**src/arpc_pkg.sv**
```systemverilog
// Shared types and codes for the ARP cache with retry queue.
package arpc_pkg;

  typedef enum logic [1:0] {
    CMD_LOOKUP = 2'd0,
    CMD_UPDATE = 2'd1,
    CMD_TICK   = 2'd2,
    CMD_NONE   = 2'd3
  } cmd_t;

  typedef enum logic [2:0] {
    KIND_HIT     = 3'd0,
    KIND_MISS    = 3'd1,
    KIND_UPDATED = 3'd2,
    KIND_REQUEST = 3'd3,
    KIND_IDLE    = 3'd4
  } kind_t;

  typedef enum logic [1:0] {
    REG_EXPIRE  = 2'd0,
    REG_REFRESH = 2'd1,
    REG_GAP     = 2'd2,
    REG_LIMIT   = 2'd3
  } reg_idx_t;

  typedef struct packed {
    logic [1:0]  command;
    logic [31:0] ip_address;
    logic [47:0] hw_address;
  } in_item_t;

  typedef struct packed {
    logic [2:0]  kind;
    logic [31:0] result_ip;
    logic [47:0] result_mac;
    logic        table_full;
    logic        last;
  } out_item_t;

  typedef enum logic [3:0] {
    ST_IDLE,
    ST_LK_SCAN,
    ST_LK_DROP,
    ST_PQ_SCAN,
    ST_UP_PSCAN,
    ST_UP_PDROP,
    ST_UP_CSCAN,
    ST_TK_SCAN,
    ST_TK_PDROP,
    ST_EMIT
  } state_t;

  localparam logic [47:0] MAX48 = 48'hFFFF_FFFF_FFFF;

endpackage

```
**src/arp_cache_with_retry_queue.sv**
```systemverilog
// Top level: ARP cache, pending-query list and their scan sequencer.
// Steps: a lookup scans the cache; a fresh hit answers there, while a miss, an expired entry
// (shifted out) or a stale hit then scans the pending list and queues the query. An update
// drops matching queries, then scans the cache; a tick scans the queries, dropping spent ones.
// Throughput: one item in work at a time; ready returns once its last result has left.
// Reset (synchronous): lists empty, time zero, registers to defaults; no clearing pass.
`default_nettype none
module arp_cache_with_retry_queue #(
  parameter int CACHE_DEPTH   = 16,
  parameter int PENDING_DEPTH = 8
) (
  input  wire                   clk,
  input  wire                   rst,
  input  wire                   in_valid,
  output logic                  in_ready,
  input  arpc_pkg::in_item_t    in_data,
  output logic                  out_valid,
  input  wire                   out_ready,
  output arpc_pkg::out_item_t   out_data,
  input  wire                   cfg_valid,
  output logic                  cfg_ready,
  input  wire [1:0]             cfg_index,
  input  wire [15:0]            cfg_data
);
  import arpc_pkg::*;

  localparam int CW = $clog2(CACHE_DEPTH);
  localparam int PW = (PENDING_DEPTH > 1) ? $clog2(PENDING_DEPTH) : 1;

  // configuration
  logic [15:0] expire_ticks, refresh_ticks, retry_gap_ticks;
  logic [3:0]  retry_limit;

  // storage
  logic [31:0] cache_ip   [CACHE_DEPTH];
  logic [47:0] cache_mac  [CACHE_DEPTH];
  logic [47:0] cache_stamp[CACHE_DEPTH];
  logic [31:0] pend_ip    [PENDING_DEPTH];
  logic [47:0] pend_due   [PENDING_DEPTH];
  logic [3:0]  pend_tries [PENDING_DEPTH];
  logic [CW:0] cache_used, cache_used_next;
  logic [PW:0] pend_used, pend_used_next;
  logic [47:0] now_ticks, now_ticks_next;

  // sequencer registers
  state_t      state, state_next;
  logic [31:0] ip, ip_next;
  logic [47:0] mac, mac_next;
  logic [CW:0] ci, ci_next;          // cache scan / shift index
  logic [PW:0] pi, pi_next;          // pending scan / shift index
  logic [PW:0] drop_pi, drop_pi_next; // where a removal started, scan resumes there
  logic        miss_path, miss_path_next; // lookup: 1 miss, 0 stale hit needing query
  logic [47:0] hit_mac, hit_mac_next;
  logic        any_req, any_req_next;     // a tick request is held back
  logic [31:0] held_ip, held_ip_next;     // target of the held request

  // output register
  out_item_t   obuf, obuf_next;
  logic        ovalid, ovalid_next;

  // entry write strobes, always at the scan index
  logic        c_wr;
  logic [31:0] c_wr_ip;
  logic [47:0] c_wr_mac, c_wr_stamp;
  logic        p_wr;
  logic [31:0] p_wr_ip;
  logic [47:0] p_wr_due;
  logic [3:0]  p_wr_tries;

  assign cfg_ready = 1'b1;
  assign out_valid = ovalid;
  assign out_data  = obuf;
  assign in_ready  = (state == ST_IDLE) && !ovalid;

  wire out_free = !ovalid || out_ready;
  wire cache_room = cache_used < (CW+1)'(CACHE_DEPTH);
  wire pend_room  = pend_used < (PW+1)'(PENDING_DEPTH);

  // shared compare unit: address equality of the entry under the scan index
  wire [CW-1:0] cidx   = ci[CW-1:0];
  wire [PW-1:0] pidx   = pi[PW-1:0];
  wire [CW-1:0] cidx_n = cidx + 1'b1;
  wire [PW-1:0] pidx_n = pidx + 1'b1;
  wire c_eq = (cache_ip[cidx] == ip);
  wire p_eq = (pend_ip[pidx] == ip);
  wire [47:0] age = now_ticks - cache_stamp[cidx];
  wire [48:0] due_sum = {1'b0, now_ticks} + {33'd0, retry_gap_ticks};
  wire [47:0] due_new = due_sum[48] ? MAX48 : due_sum[47:0];

  always_ff @(posedge clk) begin
    if (rst) begin
      expire_ticks    <= 16'd1200;
      refresh_ticks   <= 16'd600;
      retry_gap_ticks <= 16'd10;
      retry_limit     <= 4'd3;
    end else if (cfg_valid) begin
      case (reg_idx_t'(cfg_index))
        REG_EXPIRE:  expire_ticks    <= cfg_data;
        REG_REFRESH: refresh_ticks   <= cfg_data;
        REG_GAP:     retry_gap_ticks <= cfg_data;
        REG_LIMIT:   retry_limit     <= cfg_data[3:0];
        default: ;
      endcase
    end
  end

  always_ff @(posedge clk) begin
    if (rst) begin
      state      <= ST_IDLE;
      ovalid     <= 1'b0;
      obuf       <= '0;
      cache_used <= '0;
      pend_used  <= '0;
      now_ticks  <= '0;
      ip         <= '0;
      mac        <= '0;
      ci         <= '0;
      pi         <= '0;
      drop_pi    <= '0;
      miss_path  <= 1'b0;
      hit_mac    <= '0;
      any_req    <= 1'b0;
      held_ip    <= '0;
    end else begin
      state      <= state_next;
      ovalid     <= ovalid_next;
      obuf       <= obuf_next;
      cache_used <= cache_used_next;
      pend_used  <= pend_used_next;
      now_ticks  <= now_ticks_next;
      ip         <= ip_next;
      mac        <= mac_next;
      ci         <= ci_next;
      pi         <= pi_next;
      drop_pi    <= drop_pi_next;
      miss_path  <= miss_path_next;
      hit_mac    <= hit_mac_next;
      any_req    <= any_req_next;
      held_ip    <= held_ip_next;
    end
  end

  always_ff @(posedge clk) begin
    if (c_wr) begin
      cache_ip[cidx]    <= c_wr_ip;
      cache_mac[cidx]   <= c_wr_mac;
      cache_stamp[cidx] <= c_wr_stamp;
    end
    if (p_wr) begin
      pend_ip[pidx]    <= p_wr_ip;
      pend_due[pidx]   <= p_wr_due;
      pend_tries[pidx] <= p_wr_tries;
    end
  end

  always_comb begin
    state_next      = state;
    ovalid_next     = ovalid && !out_ready;
    obuf_next       = obuf;
    cache_used_next = cache_used;
    pend_used_next  = pend_used;
    now_ticks_next  = now_ticks;
    ip_next         = ip;
    mac_next        = mac;
    ci_next         = ci;
    pi_next         = pi;
    drop_pi_next    = drop_pi;
    miss_path_next  = miss_path;
    hit_mac_next    = hit_mac;
    any_req_next    = any_req;
    held_ip_next    = held_ip;
    c_wr            = 1'b0;
    c_wr_ip         = ip;
    c_wr_mac        = mac;
    c_wr_stamp      = now_ticks;
    p_wr            = 1'b0;
    p_wr_ip         = ip;
    p_wr_due        = '0;
    p_wr_tries      = '0;
    case (state)
      ST_IDLE: begin
        if (in_valid && in_ready) begin
          ip_next      = in_data.ip_address;
          mac_next     = in_data.hw_address;
          ci_next      = '0;
          pi_next      = '0;
          any_req_next = 1'b0;
          case (cmd_t'(in_data.command))
            CMD_LOOKUP: state_next = ST_LK_SCAN;
            CMD_UPDATE: state_next = ST_UP_PSCAN;
            CMD_TICK: begin
              if (now_ticks != MAX48) now_ticks_next = now_ticks + 48'd1;
              state_next = ST_TK_SCAN;
            end
            default: begin
              obuf_next   = '{kind: KIND_IDLE, result_ip: '0, result_mac: '0,
                              table_full: 1'b0, last: 1'b1};
              ovalid_next = 1'b1;
            end
          endcase
        end
      end
      ST_LK_SCAN: begin
        if (ci >= cache_used) begin
          miss_path_next = 1'b1;
          hit_mac_next   = '0;
          state_next     = ST_PQ_SCAN;
        end else if (c_eq) begin
          if (age > {32'd0, expire_ticks}) begin
            state_next = ST_LK_DROP;
          end else if (age > {32'd0, refresh_ticks}) begin
            miss_path_next = 1'b0;
            hit_mac_next   = cache_mac[cidx];
            state_next     = ST_PQ_SCAN;
          end else begin
            obuf_next   = '{kind: KIND_HIT, result_ip: ip, result_mac: cache_mac[cidx],
                            table_full: 1'b0, last: 1'b1};
            ovalid_next = 1'b1;
            state_next  = ST_IDLE;
          end
        end else begin
          ci_next = ci + 1'b1;
        end
      end
      ST_LK_DROP: begin
        // close the gap one entry per cycle
        if (ci + 1'b1 < cache_used) begin
          c_wr       = 1'b1;
          c_wr_ip    = cache_ip[cidx_n];
          c_wr_mac   = cache_mac[cidx_n];
          c_wr_stamp = cache_stamp[cidx_n];
          ci_next    = ci + 1'b1;
        end else begin
          cache_used_next = cache_used - 1'b1;
          miss_path_next  = 1'b1;
          hit_mac_next    = '0;
          state_next      = ST_PQ_SCAN;
        end
      end
      ST_PQ_SCAN: begin
        if (pi < pend_used && p_eq) begin
          obuf_next   = '{kind: miss_path ? KIND_MISS : KIND_HIT, result_ip: ip,
                          result_mac: hit_mac, table_full: 1'b0, last: 1'b1};
          ovalid_next = 1'b1;
          state_next  = ST_IDLE;
        end else if (pi < pend_used) begin
          pi_next = pi + 1'b1;
        end else begin
          if (pend_room) begin
            p_wr           = 1'b1;
            pend_used_next = pend_used + 1'b1;
          end
          obuf_next   = '{kind: miss_path ? KIND_MISS : KIND_HIT, result_ip: ip,
                          result_mac: hit_mac, table_full: !pend_room, last: 1'b1};
          ovalid_next = 1'b1;
          state_next  = ST_IDLE;
        end
      end
      ST_UP_PSCAN: begin
        if (pi >= pend_used) begin
          state_next = ST_UP_CSCAN;
        end else if (p_eq) begin
          drop_pi_next = pi;
          state_next   = ST_UP_PDROP;
        end else begin
          pi_next = pi + 1'b1;
        end
      end
      ST_UP_PDROP, ST_TK_PDROP: begin
        if (pi + 1'b1 < pend_used) begin
          p_wr       = 1'b1;
          p_wr_ip    = pend_ip[pidx_n];
          p_wr_due   = pend_due[pidx_n];
          p_wr_tries = pend_tries[pidx_n];
          pi_next    = pi + 1'b1;
        end else begin
          pend_used_next = pend_used - 1'b1;
          pi_next        = drop_pi;
          state_next     = (state == ST_UP_PDROP) ? ST_UP_PSCAN : ST_TK_SCAN;
        end
      end
      ST_UP_CSCAN: begin
        if (ci >= cache_used) begin
          if (cache_room) begin
            c_wr            = 1'b1;
            cache_used_next = cache_used + 1'b1;
          end
          obuf_next   = '{kind: KIND_UPDATED, result_ip: ip, result_mac: '0,
                          table_full: !cache_room, last: 1'b1};
          ovalid_next = 1'b1;
          state_next  = ST_IDLE;
        end else if (c_eq) begin
          c_wr        = 1'b1;
          obuf_next   = '{kind: KIND_UPDATED, result_ip: ip, result_mac: '0,
                          table_full: 1'b0, last: 1'b1};
          ovalid_next = 1'b1;
          state_next  = ST_IDLE;
        end else begin
          ci_next = ci + 1'b1;
        end
      end
      ST_TK_SCAN: begin
        if (pi >= pend_used) begin
          if (!any_req) begin
            obuf_next   = '{kind: KIND_IDLE, result_ip: '0, result_mac: '0,
                            table_full: 1'b0, last: 1'b1};
            ovalid_next = 1'b1;
            state_next  = ST_IDLE;
          end else if (out_free) begin
            // the held request is the last one
            obuf_next   = '{kind: KIND_REQUEST, result_ip: held_ip, result_mac: '0,
                            table_full: 1'b0, last: 1'b1};
            ovalid_next = 1'b1;
            state_next  = ST_IDLE;
          end
        end else if (now_ticks < pend_due[pidx]) begin
          pi_next = pi + 1'b1;
        end else if (pend_tries[pidx] >= retry_limit) begin
          drop_pi_next = pi;
          state_next   = ST_TK_PDROP;
        end else if (!any_req || out_free) begin
          // a later request exists, so the held one goes out with last low
          if (any_req) begin
            obuf_next   = '{kind: KIND_REQUEST, result_ip: held_ip, result_mac: '0,
                            table_full: 1'b0, last: 1'b0};
            ovalid_next = 1'b1;
          end
          held_ip_next = pend_ip[pidx];
          any_req_next = 1'b1;
          p_wr         = 1'b1;
          p_wr_ip      = pend_ip[pidx];
          p_wr_due     = due_new;
          p_wr_tries   = pend_tries[pidx] + 4'd1;
          pi_next      = pi + 1'b1;
        end
      end
      default: state_next = ST_IDLE;
    endcase
  end

  // a shown result must not change while stalled
  assert property (@(posedge clk) disable iff (rst)
    out_valid && !out_ready |=> $stable(out_data))
    else $error("result changed while stalled");
  assert property (@(posedge clk) disable iff (rst)
    cache_used <= (CW+1)'(CACHE_DEPTH) && pend_used <= (PW+1)'(PENDING_DEPTH))
    else $error("list count overflow");
  assert property (@(posedge clk) disable iff (rst)
    in_valid && in_ready |=> state != ST_IDLE || out_valid)
    else $error("item accepted without work");
endmodule
`default_nettype wire

```
**config.mk**
```make
export PLATFORM = sky130hd
export DESIGN_NAME = arp_cache_with_retry_queue
export DESIGN_NICKNAME = d
export VERILOG_FILES = /design/src/arpc_pkg.sv /design/src/arp_cache_with_retry_queue.sv
export SDC_FILE = /design/constraint.sdc
export NUM_CORES = 2
export LEC_CHECK = 0
export CAP_MARGIN = 20
export CORE_ASPECT_RATIO = 0.9
export CORE_MARGIN = 2
export CORE_UTILIZATION = 47
export DETAILED_ROUTE_END_ITERATION = 6
export DONT_BUFFER_PORTS = 1
export MAX_ROUTING_LAYER = met4
export SKIP_LAST_GASP = 1
export SLEW_MARGIN = 5
export SYNTH_ARGS = -nofsm -noshare
export SYNTH_HDL_FRONTEND = slang
export SYNTH_SLANG_ARGS = --single-unit
```
**constraint.sdc**
```tcl
create_clock -name clk -period 15.1 [get_ports clk]
set_clock_uncertainty 0.2 [all_clocks]
set_input_delay 1.51 -clock clk [delete_from_list [all_inputs] [get_ports clk]]
set_output_delay 1.51 -clock clk [all_outputs]
set_load 0.01 [all_outputs]
```
-- Word level (Yosys, flattened, before mapping)
Memories as Yosys holds them, arrays and structs flattened. A register that Yosys moved wholly into a read port is not among the register bits.
Index checks and enable logic that the tools add are counted.
- register bits: 374
- RAM bits: 2720
- input bits: 105
- output and inout port bits: 88
- logic and storage cells: 314
- memories kept: 6
- add/sub/neg operators: 12
- order comparisons: 11
- equality and inequality tests: 56
- muxes and demuxes: 162
- bitwise operators: 3
- reduce and logical (&&, ||, !) cells: 41
- memories (name ; depth ; bits a word ; rd ports ; clocked after Yosys merged registers in ; write ports ; line ; source):
    cache_mac ; 16 ; 48 ; 2 ; 1 ; 1 ; arp_cache_with_retry_queue.sv:36 ; logic [47:0] cache_mac [CACHE_DEPTH];
    cache_stamp ; 16 ; 48 ; 2 ; 1 ; 1 ; arp_cache_with_retry_queue.sv:37 ; logic [47:0] cache_stamp[CACHE_DEPTH];
    cache_ip ; 16 ; 32 ; 2 ; 1 ; 1 ; arp_cache_with_retry_queue.sv:35 ; logic [31:0] cache_ip [CACHE_DEPTH];
    pend_due ; 8 ; 48 ; 2 ; 1 ; 1 ; arp_cache_with_retry_queue.sv:39 ; logic [47:0] pend_due [PENDING_DEPTH];
    pend_ip ; 8 ; 32 ; 2 ; 1 ; 1 ; arp_cache_with_retry_queue.sv:38 ; logic [31:0] pend_ip [PENDING_DEPTH];
    pend_tries ; 8 ; 4 ; 2 ; 1 ; 1 ; arp_cache_with_retry_queue.sv:40 ; logic [3:0] pend_tries [PENDING_DEPTH];
- operators by type and width (cell ; count):
    $mux W85 ; 17
    $mux W48 ; 15
    $pmux W85 S5 ; 1
    $mux W32 ; 7
    $pmux W48 S2 ; 2
    $mux W4 ; 46
    $gt A48 B16 Y1 ; 2
    $eq A32 B32 Y1 ; 2
    $pmux W32 S2 ; 1
    $add A48 B16 Y49 ; 1
    $add A48 B1 Y48 const B ; 1
    $lt A48 B48 Y1 ; 1
    $ne A2 B2 Y1 const B ; 24
    $ne A48 B48 Y1 const B ; 1
    $sub A48 B48 Y48 ; 1
    $mux W1 ; 44
    $ne A3 B3 Y1 const B ; 13
    $mux W5 ; 7
    $pmux W4 S8 ; 1
    $pmux W4 S2 ; 3
    $pmux W4 S5 ; 1
    $reduce_and A5 Y1 ; 4
    $mux W3 ; 6
    $add A4 B1 Y4 const B ; 4
    43 further kinds ; 80

-- Depth between registers and ports, before layout
- word-level depth: 10
- gate-level depth with buffers: 39

-- Worst setup path after synthesis
OpenSTA, ideal clock, no wires.
- path type: reg2reg
- from: register ci[0]
- to: memory cache_ip[0][0], enable pin
- setup time: 772 ps
- arrival: 12228 ps
- required time: 14128 ps
- setup slack: 1901 ps
- cell stages (with the launch flop): 18
- period minus slack after synthesis: 13199 ps
- cells stage by stage: dfxtp_1 clkbuf_1 buf_1 clkbuf_1 inv_1 ha_1 ha_1 nor2b_1 o21a_1 o21ai_0 nand2b_1 a21oi_1 nand3_1 clkbuf_1 clkbuf_1 o21ai_0 nand2_1 nor3_1
- longest elaborated chain between the ends: 6
- ends and longest elaborated chain (what ; line ; source):
    start: declaration ; arp_cache_with_retry_queue.sv:49 ; logic [CW:0] ci, ci_next;
    start signal: assignment ; arp_cache_with_retry_queue.sv:133 ; ci <= ci_next;
    $add A5 B1 Y5 ; arp_cache_with_retry_queue.sv:227 ; if (ci + 1'b1 < cache_used) begin
    $lt A5 B5 Y1 ; arp_cache_with_retry_queue.sv:227 ;
    $mux W1 ; arp_cache_with_retry_queue.sv:227 ;
    $pmux W1 S2 ; arp_cache_with_retry_queue.sv:180 ; case (state)
    $mux W1 ; arp_cache_with_retry_queue.sv:144 ; if (c_wr) begin
    $mux W1 (implied by the code) ; arp_cache_with_retry_queue.sv:145 ; cache_ip[cidx] <= c_wr_ip;
    end: declaration ; arp_cache_with_retry_queue.sv:35 ;
Parallel ways exist; a longest one is shown, timed or not.

==> impl_results.md <==
* Status: finished clean
* Synth Register Bits at 3101
* Final setup TNS at 0 ns
* Int Pwr at 18.81 mW
* Hold depth at 2
* Slowest CP cell: buf_4
* # placed instances at 13290
* Worst setup EP type: flop
* Post-Place Cell Area at 0.1547 mm^2
* Pleak at 52.30 nW
* Cell variety after synth at 100
* Fmax at 0.1038 GHz
* Hold Violations, Final at 0
* Min cycle time layout at 9.630 ns
* Ys async rst share at 0
* DR vias/cell at around 6.6
* Hold WC Path Type: reg2reg
* EDFF count, synth at 2720
* R2r endpoint: hit_mac[5]
* Port-buffer cells at 0
* H-tree depth at 5
* Clock Power Share at 0.298
* Max clock buf depth at 4
* Vias in the first global route at just over 90000
* Max incr delay on CP at 0.85 ns
* Drt first pass iters at 6
* Kind of critical path: reg2reg
* Hold Buf Count CTS at 0
* Die width at about 600 um
* Crit-path max FO at between 50 and 60
* Yosys Warn Count at 0
* Relative slew margins at 0.1540
* WL final at 440600 um
* NetSw at 8.608 mW
* Number of fillers in the final layout at 25510
* Syn avg cell area at 15.70 um^2
* Worst reg2reg path depth at 25
* Final instance area at 0.1655 mm^2
* Final setup vio count at 0
* Min-delay src: mac[20]
* Peak supply drop at 0.0002056 V
* Starting Density at 0.4714
* Core area at 0.3161 mm^2
* Via count at just over 90000
* Pins Over Slew Limit at 0
* Mapped Area at 0.1490 mm^2
* Rows at ~200
* Critical path launch point type: flop
* Register area share after synthesis at 0.5994
* Initial antenna violation count at 11
* Global route overflow at 0
* Pwr dens at roughly 170 mW/mm^2
* Switching Share at 0.3139
* Share of layout cells above drive strength 1 at 0.2447
* IO Pins at 193
* GRT Total Usage at 0.2805
* R2R Setup Slk at 5.47 ns
* CTS tree: yes
* Die footprint at 0.3216 mm^2
* Root buffer cell: clkbuf_16
* Routability cong. at 0.8967
* Post-Layout Cell Count at around 14000
* Worst-Margin Slew at 1.269 ns
* First-pass GRT wire length at 643900 um
* RSZ-0062 raised after global routing: false
* Cell count after synthesis at 9493
* Hold EP: mac[20]
* Clock Sinks at 3101
* CP arrival at 10.23 ns
* Worst skew pair latency at about 0.9 ns
* Post-Route Utilization at 0.5236
* Cell repeated most along the worst path: buf_4
* MaxCap Viol Count at 0
* Synthesized Nets at 9785
* CTS Buf Count at 331
* Main synth FF type: edfxtp_1
* Required time of the critical path at 15.70 ns
* Post-layout nets at between 9000 and 10000
* Post-route ant nets at 0
* WL per Instance at 31.70 um
* Post-CTS sizing at 0
* Postcts setup bufs at 0
* DRC violations left at 0
* Chip height at between 500 and 600 um
* Dpl hpwl at 251000 um
* DR iter-0 viols at 10890
* Largest net degree at the start of global routing at 299
* Clock slew at reported path FFs at 0.06 ns
* Combinational share of power at 0.317
* Sequential Power Share at 0.385
* Final Cycle Share at 0.6378
* Area Growth Syn to Fin at 11.08%
==> state kept, by name, indices dropped and copies added (netlist names), 4 cells and up, named ones only <==
name and cells:
cache_used 5, cache_stamp 768, pi 4, hit_mac 48, out_data 85, drop_pi 4, retry_limit 4, mac 48
cache_mac 768, ip 32, pend_used 4, retry_gap_ticks 16, pend_ip 256, cache_ip 512, refresh_ticks 16, now_ticks 48
pend_tries 32, ci 5, expire_ticks 16, held_ip 32, pend_due 384, state 4
==> per-stage QoR <==
stage | setup WS (ns) | hold WS (ns) | total power, mW
floorplan | 1.901 | 0.2334 | 16.97
global placement | 5.599 | 0.2404 | 19.30
detailed placement | 5.604 | 0.2464 | 19.42
CTS | 5.601 | 0.2543 | 27.55
global route | 4.993 | 0.2727 | 28.53
finish | 5.470 | 0.2543 | 27.42
==> layout by cell type (no fill, tap or decap), types with 259 or more instances in the layout <==
| cell | count |
|---|---|
| a21oi_1 | 370 |
| buf_4 | 320 |
| clkbuf_16 | 337 |
| dfxtp_1 | 372 |
| edfxtp_1 | 2720 |
| mux2i_1 | 259 |
| mux4_2 | 1402 |
| nand2_1 | 1280 |
| nand3_1 | 275 |
| o21ai_0 | 503 |
==> cells by family (layout without fill, tap and decap cells) <==
family                     after synthesis  after routing  synth area share
DFF                                   3101           3101            0.5994
adders and majority gates              187            187           0.01590
AOI/OAI and AO/OA                     1375           1375           0.05837
and+or+nand+nor                       2075           2075           0.05980
buffers and inverters                  871           1114           0.02339
muxes                                 1707           1707            0.2328
other                                    1              8        0.00002517
xor gates and xnor gates               176            176           0.01035
==> area by class of cell <==
cell class	instances	area, um^2	area share
Multi-Input combinational cell	5521	56570	0.3418
Antenna cell	7	17.52	0.0001058
Inverter	168	645.6	0.003901
Timing Repair Buffer	350	2940	0.01776
Clock inverter	154	1660	0.01003
Sequential cell	3101	89340	0.5398
Clock buffer	442	9138	0.05521
Tap cell	4158	5202	0.03143
==> power groups by stage <==
stage	combinational, mW	clock [mW]	sequential (mW)
floorplan	6.40	0	10.6
global placement	8.59	0	10.7
detailed placement	8.69	0	10.7
CTS	8.72	8.28	10.5
global route	9.36	8.60	10.6
finish	8.69	8.18	10.6
==> cell usage after synthesis (45+ instances only) <==
library cell | instances | share of area
xnor2_1 | 103 | 0.0061
a22o_1 | 69 | 0.0041
nand4_1 | 47 | 0.0020
buf_1 | 195 | 0.0049
mux2i_1 | 259 | 0.017
ha_1 | 183 | 0.015
a21o_1 | 50 | 0.0025
nand3_1 | 276 | 0.0093
o21ai_0 | 504 | 0.017
dfxtp_1 | 381 | 0.051
nor2_1 | 236 | 0.0059
mux4_2 | 1402 | 0.21
xor2_1 | 73 | 0.0043
buf_2 | 50 | 0.0017
clkbuf_1 | 427 | 0.011
a21oi_1 | 370 | 0.012
inv_1 | 165 | 0.0042
mux2_2 | 45 | 0.0034
nand2_1 | 1282 | 0.032
edfxtp_1 | 2720 | 0.55
==> worst max path at each step <==
stage,cells past startpoint,end,start,slack [ns]
after CTS,26,out_data[48],flop,5.60
after global placement,26,out_data[15],flop,5.60
after detailed placement,26,out_data[32],flop,5.60
after global routing,26,out_data[7],flop,4.99
after floorplan,17,cache_ip[0][0],ci[0],1.90
final,25,hit_mac[5],flop,5.47
==> critical path: cells and delay by family (launching register included) <==
family / cells / cell delay, ns
xor+xnor: 1 / 0.28
buf+inv: 4 / 2.30
flops: 1 / 0.52
fa+ha+maj: 2 / 0.67
compound gates: 8 / 1.90
mux: 2 / 0.89
simple gates: 8 / 2.59
==> routing by layer <==
layer | up-vias | part of all wire | track usage
li1 | 37960 | - | -
met1 | 48390 | 0.42 | 0.3942
met2 | 4667 | 0.47 | 0.4322
met3 | 652 | 0.091 | 0.04442
met4 | 0 | 0.025 | 0.06778
met5 | - | 0 | -
No activity file was read; power rests on OpenSTA's default activity.
